## config.mk

```make
export PLATFORM = sky130hd
export DESIGN_NAME = lacc_ctrl
export DESIGN_NICKNAME = d
export VERILOG_FILES = /design/src/rtl/lru_assoc_context_cache_unit_assert.svh /design/src/rtl/lacc_pkg.sv /design/src/rtl/lacc_ctrl.sv
export SDC_FILE = /design/constraint.sdc
export NUM_CORES = 1
export LEC_CHECK = 0
export BUFFER_PORTS_ARGS = -buffer_cell sky130_fd_sc_hd__buf_2
export CORE_AREA = 3 3 40 42
export DETAILED_ROUTE_END_ITERATION = 8
export DIE_AREA = 0 0 43 45
export SLEW_MARGIN = 5
export SYNTH_ARGS = -nofsm -noshare
export SYNTH_HDL_FRONTEND = slang
export SYNTH_SLANG_ARGS = --single-unit
```

## constraint.sdc

```tcl
create_clock -name clk -period 1.2 [get_ports clk]
set_clock_uncertainty 0.2 [all_clocks]
set_input_delay 0.18 -clock clk [delete_from_list [all_inputs] [get_ports clk]]
set_output_delay 0.18 -clock clk [all_outputs]
set_load 0.02 [all_outputs]
```

## src/rtl/lru_assoc_context_cache_unit_assert.svh

```systemverilog
// assertion macros shared by the context cache rtl
`ifndef LRU_ASSOC_CONTEXT_CACHE_UNIT_ASSERT_SVH
`define LRU_ASSOC_CONTEXT_CACHE_UNIT_ASSERT_SVH

// same-cycle implication, checked outside reset
`define LACC_ASSERT_NOW(label, clk, rst_n, ante, cons, msg) \
	label: assert property (@(posedge clk) disable iff (!rst_n) (ante) |-> (cons)) \
		else $error(msg);

// next-cycle implication, checked outside reset
`define LACC_ASSERT_NEXT(label, clk, rst_n, ante, cons, msg) \
	label: assert property (@(posedge clk) disable iff (!rst_n) (ante) |=> (cons)) \
		else $error(msg);

`endif

```

## src/rtl/lacc_pkg.sv

```systemverilog
// shared types and constants of the context cache
package lacc_pkg;

	localparam int ENTRIES_DEF   = 128;
	localparam int KEY_BITS_DEF  = 64;
	localparam int MASK_BITS_DEF = 18;
	localparam int CLIP_BIT      = 7;
	localparam int SLOT_W        = 7;

	typedef enum logic [2:0] {
		ST_IDLE,
		ST_SCAN,
		ST_LAST,
		ST_UPDATE,
		ST_RESP
	} lacc_state_t;

	typedef struct packed {
		logic capture;
		logic scan;
		logic update;
		logic respond;
	} lacc_cmd_t;

	typedef struct packed {
		logic scan_last;
		logic out_busy;
	} lacc_stat_t;

endpackage

```

## src/rtl/lacc_ctrl.sv

```systemverilog
// sequencer for one lookup: capture, sweep, update, respond
module lacc_ctrl (
	input  logic                clk,
	input  logic                arst_n,
	input  logic                in_valid,
	output logic                in_ready,
	input  lacc_pkg::lacc_stat_t stat,
	output lacc_pkg::lacc_cmd_t  cmd
);
	import lacc_pkg::*;

	lacc_state_t state_q;
	lacc_state_t state_d;

	always_ff @(posedge clk or negedge arst_n) begin
		if (!arst_n) begin
			state_q <= ST_IDLE;
		end else begin
			state_q <= state_d;
		end
	end

	always_comb begin
		state_d = state_q;
		unique case (state_q)
			ST_IDLE: begin
				if (in_valid) state_d = ST_SCAN;
			end
			ST_SCAN: begin
				if (stat.scan_last) state_d = ST_LAST;
			end
			ST_LAST: begin
				state_d = ST_UPDATE;
			end
			ST_UPDATE: begin
				state_d = ST_RESP;
			end
			ST_RESP: begin
				if (!stat.out_busy) state_d = ST_IDLE;
			end
			default: begin
				state_d = ST_IDLE;
			end
		endcase
	end

	always_comb begin
		in_ready    = 1'b0;
		cmd         = '0;
		unique case (state_q)
			ST_IDLE: begin
				in_ready    = 1'b1;
				cmd.capture = in_valid;
			end
			ST_SCAN: begin
				cmd.scan = 1'b1;
			end
			ST_LAST: begin
			end
			ST_UPDATE: begin
				cmd.update = 1'b1;
			end
			ST_RESP: begin
				cmd.respond = !stat.out_busy;
			end
			default: begin
			end
		endcase
	end

endmodule

```

==> results_dict.tcl <==
set metrics [dict create \
    worstReg2RegEnd "state_q[2]" \
    grt_use_total 0.05681 \
    synth.avg_cell_area_um2 9.871 \
    die_y_um 45 \
    grt_max_degree 7 \
    grt_pass1_vias 191 \
    initial_utilization 0.1383 \
    power.switching_w 0.0004000 \
    fin_crit_sh 1.254 \
    p_comb_frac 0.584 \
    seq_area_frac_synth 0.4225 \
    via_per_inst 3.980 \
    yosys_warnings 0 \
    drt_wl_total_um 463 \
    portBuffers 9 \
    violations "negative setup slack" \
    rows 13 \
    finalSetupTns_ns -1.472 \
    cts_root_buf "clkbuf_4" \
    drive_gt1_frac 0.7143 \
    stdcell_area_um2 367.9 \
    ir_drop_uv 549.2 \
    crit_path_end_kind "primary output" \
    ys_types 13 \
    dp.cells 42 \
    layout_min_cycle_time_ns 1.505 \
    fmax_ghz 0.6644 \
    clk_path_buf_depth 2 \
    drc 0 \
    relSlewSlack 0.8568 \
    rr_worst_depth 3 \
    hold_viol 0 \
    max_stage_delay_ns 0.44 \
    htreeDepth 1 \
    path_cells "nor4b_2 > buf_4" \
    io_pins 10 \
    worst_slack_ns -0.3050 \
    clk_pin_slew_worst_paths_ns 0.04 \
    status "complete, but fails checks" \
    clkLatencyLatePin_ns 0.23 \
    crit_arrival_ns 1.13 \
    p_sw_frac 0.3894 \
    worstHoldEndpoint "state_q[0]" \
    critical_path.startpoint "state_q[1]" \
    wire_per_inst_um 9.260 \
    internal-power_w 0.0006273 \
    setup_viol 6 \
    crit_required_ns 0.82 \
    cts.sinks 3 \
    die_w_um 43 \
    synth_seq_cells 3 \
    core-area_mm2 0.001285 \
    synth_area_um2 177.7 \
    synth-edff-count 0 \
    power_leakage_nw 0.1636 \
    cts_tree "built" \
    yosysTopAreaCell "dfrtp_1" \
    min_from "in_valid" \
    largest_register "state_q" \
    reg.largest.list "state_q x3" \
    drtIter0Drc 2 \
    maxCapViolations 0 \
    critPathKind "flop to primary output" \
    yosys-top-cells-area "dfrtp_1, nand2b_1, buf_6, nor2_1, nor3_2" \
    path_max_fanout 5 \
    synth-main-ff-cell "dfrtp_1" \
    p_seq_frac 0.243 \
    dr.pass1.iters 2 \
    cp-start-kind "flop" \
    die_area_mm2 0.001935 \
    synth_commonest_cells "dfrtp_1, nor2_1, nand2b_1" \
    gp_congestion 0.6243 \
    synthCells 18 \
    grt_first_pass_wirelength_um 738 \
    nets 41 \
    num_antenna_cells 0 \
    syn2layout_area_growth_pct 107.0 \
    largest_register_ffs 3 \
    fin_total_pwr_w 0.001027 \
    hold_depth 3 \
    overflow 0 \
    vias 199 \
    hold_path_class "primary input to flop" \
    synth_top_area_share 0.4225 \
    reg2reg_slack_ns -0.10 \
    worst_pin_slew_ns 0.2143 \
    antenna_found_initial 0 \
    slew_viol_final 0 \
    place_area_um2 255.2 \
    rsz0062_at_grt "yes" \
    async_flop_share 1.000 \
    clkPwrFrac 0.172 \
    antenna_left 0 \
    slowest_stage "dfrtp_2" \
    synth_nets 23 \
    powerDensity_mw_per_mm2 2793 \
    reg2reg_from "state_q[0]" \
    numCtsBuffers 3 \
    fin_cells 50 \
]
## area by class of cell
type	instances	area [um2]
fillers	142	917.1
flip-flops and latches	3	78.83
repair buffers	14	115.1
clock buffers	4	26.28
inverters	1	3.754
well taps	15	18.77
multi-input cells	13	125.1
## power by group through the flow
stage / clock, W / sequential, W / combinational [W]
after CTS: 0.000188 / 0.000247 / 0.000507
final: 0.000177 / 0.000250 / 0.000600
after global placement: 0 / 0.000234 / 0.000400
after floorplan: 0 / 0.000204 / 0.000335
after global routing: 0.000194 / 0.000262 / 0.000641
after detailed placement: 0 / 0.000233 / 0.000402
## timing repair
action | in CTS | in global routing
pin swaps | 4 | 2
endpoints found under the hold margin | 4 | 0
setup endpoints to repair | 6 | 8
resized for setup | 10 | 4
gates cloned | 0 | 0
hold buffers | 2 | 0
setup buffers | 1 | 1
## critical path, delay by kind of cell, from the launching register on
family | cells | cell delay (ns)
buf+inv | 1 | 0.18
flops | 1 | 0.44
simple gates | 1 | 0.27
## stage by stage
| step | worst slack, ns | hold WS (ns) | util |
|---|---|---|---|
| 6_report | -0.3050 | 0.01636 | 0.2863 |
| 5_1_grt | -0.3565 | 0.02490 | 0.2863 |
| 3_5_place_dp | -0.1024 | -0.2210 | 0.1986 |
| 4_1_cts | -0.3295 | 0.01571 | 0.2648 |
| 3_3_place_gp | -0.09408 | -0.2227 | 0.1986 |
| 2_1_floorplan | -0.1600 | -0.3156 | - |
## cells by family after synthesis
kind of cell / after synthesis / share of synthesized area
buffers and inverters: 2 / 0.08448
AND/OR/NAND/NOR: 10 / 0.3592
flip-flops: 3 / 0.4225
AO/OA/AOI/OAI: 3 / 0.1338
## metal layers
metal / vias up / GRT usage / share of wire / routed length [um]
li1: 96 / - / - / -
met1: 97 / 0.05839 / 0.37 / 173
met2: 6 / 0.07485 / 0.53 / 246
met3: 0 / 0.03984 / 0.095 / 44
met4: 0 / 0.05422 / 0 / 0
met5: - / 0 / 0 / 0
## how the worst max path moves through the flow
stage | cells after the start | to | slack (ns)
after floorplan | 2 | cmd[0] | -0.16
after global placement | 3 | cmd[3] | -0.09
after detailed placement | 2 | cmd[0] | -0.10
after CTS | 2 | cmd[0] | -0.33
after global routing | 2 | cmd[0] | -0.36
final | 2 | cmd[0] | -0.31
## cell usage in the layout (no fill, tap or decap)
master / instances
buf_6: 4
or2_1: 1
o32ai_2: 1
dfrtp_2: 3
o22ai_2: 1
buf_2: 4
dlygate4sd3_1: 2
a31o_1: 1
buf_4: 4
inv_1: 1
nor2_1: 3
clkbuf_4: 3
and2_4: 1
nand2b_1: 1
nor3_4: 1
and3b_2: 1
nand2b_4: 1
clkbuf_1: 1
nor4b_2: 1
Note: power is estimated with default switching activity, not from simulation.
